### src/sv/gtpw_pkg.sv
`timescale 1ns / 1ps
// Shared types and constants for the greedy terrain path walk unit.
// No dependencies; used by the controller, datapath and top level.
package gtpw_pkg;

  localparam int COORD_W    = 8;
  localparam int COLOR_W    = 8;
  localparam int DIST_W     = 24;
  localparam int ELEV_IN_W  = 16;
  localparam int CFG_IDX_W  = 3;
  localparam int CFG_DATA_W = 9;

  localparam logic [DIST_W-1:0] DIST_MAX = {DIST_W{1'b1}};

  // Command codes carried on in_cmd.
  typedef enum logic [1:0] {
    CMD_WRITE   = 2'd0,
    CMD_RESTART = 2'd1,
    CMD_ADVANCE = 2'd2,
    CMD_NONE    = 2'd3
  } cmd_t;

  // Configuration register indexes.
  localparam logic [CFG_IDX_W-1:0] CFG_ROWS  = 3'd0;
  localparam logic [CFG_IDX_W-1:0] CFG_COLS  = 3'd1;
  localparam logic [CFG_IDX_W-1:0] CFG_START = 3'd2;
  localparam logic [CFG_IDX_W-1:0] CFG_RED   = 3'd3;
  localparam logic [CFG_IDX_W-1:0] CFG_GREEN = 3'd4;
  localparam logic [CFG_IDX_W-1:0] CFG_BLUE  = 3'd5;

  typedef enum logic [2:0] {
    S_IDLE,
    S_RD_A,
    S_RD_B,
    S_STEP,
    S_EMIT
  } state_t;

  // Controller to datapath commands.
  typedef struct packed {
    logic accept;    // input beat taken this cycle
    logic rd_b;      // read diagonal neighbors, latch here/right data
    logic step;      // pick the move and update the walker
    logic load_out;  // capture the result beat
  } ctrl_t;

  // Datapath to controller status.
  typedef struct packed {
    logic at_end;    // walker stands on or past the last column in use
  } status_t;

endpackage

### src/sv/gtpw_ctrl.sv
`timescale 1ns / 1ps
// Sequencer for the path walk unit: input/output handshake and step order.
// Depends on gtpw_pkg.
module gtpw_ctrl (
  input  logic             clk,
  input  logic             rst_n,
  input  logic             in_valid,
  output logic             in_ready,
  input  logic [1:0]       in_cmd,
  output logic             out_valid,
  input  logic             out_ready,
  input  gtpw_pkg::status_t status,
  output gtpw_pkg::ctrl_t   ctrl
);

  gtpw_pkg::state_t state_r, state_nxt;
  logic             out_valid_r, out_valid_nxt;
  logic             out_free;

  assign out_free  = !out_valid_r || out_ready;
  assign out_valid = out_valid_r;

  always_comb begin
    state_nxt = state_r;
    unique case (state_r)
      gtpw_pkg::S_IDLE: begin
        if (in_valid) begin
          if (gtpw_pkg::cmd_t'(in_cmd) == gtpw_pkg::CMD_ADVANCE && !status.at_end) begin
            state_nxt = gtpw_pkg::S_RD_A;
          end else begin
            state_nxt = gtpw_pkg::S_EMIT;
          end
        end
      end
      gtpw_pkg::S_RD_A: state_nxt = gtpw_pkg::S_RD_B;
      gtpw_pkg::S_RD_B: state_nxt = gtpw_pkg::S_STEP;
      gtpw_pkg::S_STEP: state_nxt = gtpw_pkg::S_EMIT;
      gtpw_pkg::S_EMIT: begin
        if (out_free) begin
          state_nxt = gtpw_pkg::S_IDLE;
        end
      end
      default: state_nxt = gtpw_pkg::S_IDLE;
    endcase
  end

  always_comb begin
    in_ready      = (state_r == gtpw_pkg::S_IDLE);
    ctrl.accept   = (state_r == gtpw_pkg::S_IDLE) && in_valid;
    ctrl.rd_b     = (state_r == gtpw_pkg::S_RD_B);
    ctrl.step     = (state_r == gtpw_pkg::S_STEP);
    ctrl.load_out = (state_r == gtpw_pkg::S_EMIT) && out_free;
    if (ctrl.load_out) begin
      out_valid_nxt = 1'b1;
    end else if (out_ready) begin
      out_valid_nxt = 1'b0;
    end else begin
      out_valid_nxt = out_valid_r;
    end
  end

  always_ff @(posedge clk) begin
    if (!rst_n) begin
      state_r     <= gtpw_pkg::S_IDLE;
      out_valid_r <= 1'b0;
    end else begin
      state_r     <= state_nxt;
      out_valid_r <= out_valid_nxt;
    end
  end

`ifndef SYNTHESIS
  a_step_after_reads: assert property (@(posedge clk) disable iff (!rst_n)
    state_r == gtpw_pkg::S_STEP |-> $past(state_r) == gtpw_pkg::S_RD_B)
    else $error("step state entered without neighbor reads");

  a_advance_starts_reads: assert property (@(posedge clk) disable iff (!rst_n)
    (in_valid && in_ready && gtpw_pkg::cmd_t'(in_cmd) == gtpw_pkg::CMD_ADVANCE
     && !status.at_end) |=> state_r == gtpw_pkg::S_RD_A)
    else $error("advance beat did not start the read sequence");

  a_reset_clears: assert property (@(posedge clk)
    !rst_n |=> !out_valid_r && state_r == gtpw_pkg::S_IDLE)
    else $error("reset did not clear the sequencer");
`endif

endmodule

### config.mk
export PLATFORM = sky130hd
export DESIGN_NAME = gtpw_ctrl
export DESIGN_NICKNAME = d
export VERILOG_FILES = /design/src/sv/gtpw_pkg.sv /design/src/sv/gtpw_ctrl.sv
export SDC_FILE = /design/constraint.sdc
export NUM_CORES = 1
export LEC_CHECK = 0
export BUFFER_PORTS_ARGS = -buffer_cell sky130_fd_sc_hd__buf_4
export CORE_AREA = 4 4 41 43
export DETAILED_ROUTE_END_ITERATION = 10
export DIE_AREA = 0 0 45 47
export HOLD_SLACK_MARGIN = 0.06
export PLACE_DENSITY_LB_ADDON = 0.05
export SETUP_SLACK_MARGIN = 0.1
export SLEW_MARGIN = 5
export SYNTH_ARGS = -nofsm -noshare
export SYNTH_HDL_FRONTEND = slang
export SYNTH_SLANG_ARGS = --single-unit
### constraint.sdc
create_clock -name clk -period 1.25 [get_ports clk]
set_input_delay 0.125 -clock clk [delete_from_list [all_inputs] [get_ports clk]]
set_output_delay 0.125 -clock clk [all_outputs]
set_load 0.05 [all_outputs]
=== Yosys cells after proc, flatten, opt, wreduce, memory -nomap -nowiden ===
Index checks and enable logic that the tools add are counted.
W data, S select, Z words.

* Add/subtract/negate cells: 0
* Multiply operators: 0
* Divide/modulo/power cells: 0
* Magnitude comparators: 0
* Eq/ne operators: 7
* Shifts and indexed selects: 0
* Multiplexer cells: 6
* Bitwise logic cells: 0
* Reductions and logical operators: 9

{| class="wikitable"
|+ Operators with widths
! operator !! number
|-
| $pmux W3 S5 || 1
|-
| $mux W3 || 3
|-
| $eq A3 B2 Y1 const B || 2
|-
| $ne A2 B2 Y1 const B || 2
|-
| $eq A3 B1 Y1 const B || 1
|-
| $eq A3 B3 Y1 const B || 1
|-
| $logic_and A1 B1 Y1 || 3
|-
| $logic_not A3 Y1 || 1
|-
| $eq A2 B2 Y1 const B || 1
|-
| $logic_not A1 Y1 || 2
|-
| $mux W1 || 2
|-
| $reduce_and A2 Y1 || 1
|-
| $reduce_bool A2 Y1 || 1
|-
| $logic_or A1 B1 Y1 || 1
|}

* Register bits: 4
* Latch bits: 0
* Memory bits (writable): 0
* Bits in read-only memories: 0
* Input port bits: 7
* Output and inout port bits: 6
* Logic and storage cells: 24
* Memories: 0

=== Depth between registers and ports, before layout ===
* Depth in word-level cells: 5
* Gate-level depth with buffers: 3
* Gate-level depth less buffers: 3

=== Least setup slack after synthesis ===
Ideal clock, no wire load.

* Path kind: flip-flop to output port
* Start point: register state_r[1]
* End point: output ctrl[3] in the netlist's numbering
* Arrival: 1.975 ns
* Required time: 1.125 ns
* Setup slack: -0.850 ns
* Stages on the path, launching flop included: 3
* Buffers on the path: 0
* Cell sequence: dfxtp_1 nor3_1 and2_2

{| class="wikitable"
|+ RTL lines
! item !! RTL line !! source
|-
| start: declaration || gtpw_ctrl.sv:16 || <nowiki>gtpw_pkg::state_t state_r, state_nxt;</nowiki>
|-
| start signal: assignment || gtpw_ctrl.sv:64 || <nowiki>state_r <= gtpw_pkg::S_IDLE;</nowiki>
|-
| start signal: assignment || gtpw_ctrl.sv:67 || <nowiki>state_r <= state_nxt;</nowiki>
|-
| end: declaration || gtpw_ctrl.sv:13 || <nowiki>output gtpw_pkg::ctrl_t ctrl</nowiki>
|}

==> reports/metrics.yaml <==
grt:
  antenna_found_initial: 0
  grt_pass1_wl_um: 1040
  grt_max_degree: 6
  grtUsageTotal_pct: 7.52
  gr-total-overflow: 0
  grt_pass1_vias: 241
timing:
  hold_viol: 0
  setup_ws_ps: -204
  worst_hold_slack_ps: 110
  tightest_slew_ps: 239
  setup_viol: 5
  period_minus_slack_ps: 1450
  fin_crit_sh_pct: 116
  finalClockSkew_ps: 12.7
  drv_slew: 0
  rsz0062_at_grt: "true"
  relSlewSlack_pct: 84.0
  fmax_mhz: 688
floorplan:
  io_pins: 13
  core_region_area_um2: 1300
  initial_core_util_pct: 16.0
  die_area_um2: 2120
  die_h_um: 47
  fp.dieW_um: 45
  rows: 13
worst_setup_path:
  crit_chain: "or3b_4 -> and2b_2 -> buf_8"
  crit_arrival_ps: 1330
  reg2reg_to: "state_r[2]$_SDFFE_PN0P_"
  critPathMaxStageDelay_ps: 370
  cp.required_ps: 1120
  rrSetupSlack_ps: 20
  crit_type: "reg -> out"
  reg2reg_depth: 6
  startpoint_type: "register"
  slowest_stage: "or3b_4"
  worstSetupEndpointType: "output pin"
  r2r_start: "state_r[2]$_SDFFE_PN0P_"
  worstPathMaxFanout: 2
clocking:
  clockBufferDepth: 2
  cts_buffers: 3
  postCtsHoldBufs: 0
  root_buffer: "clkbuf_4"
  clk_latency_ps: 250
  cts_tree: "done"
  cts.sinks: 4
  clk_pin_slew_ps: 50
  htree_levels: 1
synthesis:
  synth_edf_count: 0
  synth_cells: 22
  yosysTopAreaCell: "dfxtp_1"
  ys.flop_type: "dfxtp_1"
  synthMostInstantiatedCell: "dfxtp_1"
  ys_warn_count: 0
  yosysSeqAreaShare_pct: 38.6
  yosys_register_bits: 4
  netlist.area_leader.share_pct: 38.6
  synthesis.area_um2: 208
  synth_nets: 29
  ys_async_sr_fraction_pct: 0
  avgSynthCellArea_um2: 9.44
  ys_types: 14
  netlist_top_cells_area: "dfxtp_1 (39%), and3b_2 (9.6%), nor3b_1 (7.2%)"
worst_hold_path:
  whs_path_depth: 2
  hp-class: "in -> reg"
  holdCritStartpoint: "rst_n"
  hold_end: "state_r[2]$_SDFFE_PN0P_"
cells_and_area:
  nNetsFinal: 54
  area_growth_pct: 134
  drive_gt1_share_pct: 76.1
  antenna_cells: 0
place:
  portBuffers: 12
  post-dp-hpwl_um: 461
  gp_congestion: 0.619
  dp_slack_ps: 17.9
outcome:
  outcome: "complete, but fails checks"
  failed_checks: "negative setup slack"
detailed_routing:
  drc: 0
  antenna_left: 0
  wl_per_cell_um: 11.1
  wl_um: 677
  first_pass_iters: 2
  routed.top_layer: "met4"
  wl_met3_um: 90
  num_vias: 251
  viasPerCell: 4.11
  route.met2.wl_um: 319
  drtIter0Drc: 1
  met1_length_um: 263
power_and_ir_drop:
  ir_worst_vdd_mv: 0.443
  power_uw: 502
  cellLeakagePower_nw: 0.220
  cellPowerDensity_nw_per_um2: 1030
job:
  maxCapViolCount: 0
==> routing by layer <==
| metal | global-route usage, % | vias up |
|---|---|---|
| met5 | 0 | - |
| met4 | 5.26 | 0 |
| met3 | 5.36 | 2 |
| met2 | 11.6 | 14 |
| met1 | 7.08 | 112 |
| li1 | - | 123 |
==> flip-flops by register name, indices dropped and copies added, names as in the netlist <==
| signal | flops |
|---|---|
| out_valid | 1 |
| state_r | 3 |
==> stage by stage <==
stage / std cells / TNS (ps) / area, µm² / util (%)
floorplan: 22 / -89.0 / 240 / -
global placement: 51 / 0 / 357 / 27.4
detailed placement: 51 / 0 / 357 / 27.4
CTS: 59 / -331 / 457 / 35.1
global route: 61 / -917 / 485 / 37.3
finish: 61 / -718 / 485 / 37.3
==> critical path, delay by kind of cell, from the launching register on <==
| kind | cells | cell delay, ps |
|---|---|---|
| and+or+nand+nor | 2 | 600 |
| buffers and inverters | 1 | 140 |
| DFF | 1 | 340 |
==> placed cells by master (no fill, tap or decap) <==
cell type / count
nor3b_4: 1
dfxtp_4: 1
a21boi_1: 1
and2_4: 1
nand2b_1: 2
nor3_1: 1
o31a_1: 1
dfxtp_2: 3
buf_4: 12
nor2_1: 2
buf_8: 4
or3b_4: 1
buf_6: 5
a21oi_1: 1
clkbuf_1: 1
and2b_2: 1
xnor2_1: 1
clkbuf_4: 3
nor3b_1: 1
and3b_2: 2
nor3_4: 1
==> layout make-up <==
class / count / area, µm²
fill: 147 / 816
clock buffer: 4 / 26.3
multi-input combinational: 17 / 146
timing repair buffer: 21 / 206
tap: 15 / 18.8
sequential: 4 / 87.6
==> power by group <==
part / internal (mW) / switching [mW] / total, mW / leakage, nW
logic: 0.0917 / 0.0855 / 0.177 / 0.170
clock network: 0.121 / 0.0648 / 0.185 / 0.0150
registers: 0.135 / 0.00392 / 0.139 / 0.0347
==> how the worst max path moves through the flow <==
stage,start,end,slack (ps),depth (start not counted)
after floorplan,state_r[1]$_SDFFE_PN0P_,ctrl[3],-60,2
after global placement,state_r[2]$_SDFFE_PN0P_,ctrl[0],40,3
final,state_r[2]$_SDFFE_PN0P_,ctrl[0],-200,3
after CTS,state_r[2]$_SDFFE_PN0P_,ctrl[0],-210,3
after global routing,state_r[2]$_SDFFE_PN0P_,ctrl[0],-240,3
after detailed placement,state_r[2]$_SDFFE_PN0P_,ctrl[0],20,3
==> kinds of logic (layout without fill, tap and decap cells) <==
group                     after synthesis  after routing  synth area share (%)
and+or+nand+nor                        13             13                  43.4
DFF                                     4              4                  38.6
AOI/OAI and AO/OA                       3              3                  10.2
xor gates and xnor gates                1              1                  4.22
buffers and inverters                   1             25                  3.62
==> repair_timing <==
item                       in CTS  in global routing
resized for setup              12                  4
setup endpoints to repair       5                  7
pin swaps                       2                  3
cloned                          0                  0
buffers inserted                4                  2
(Power assumes the default switching activity.)
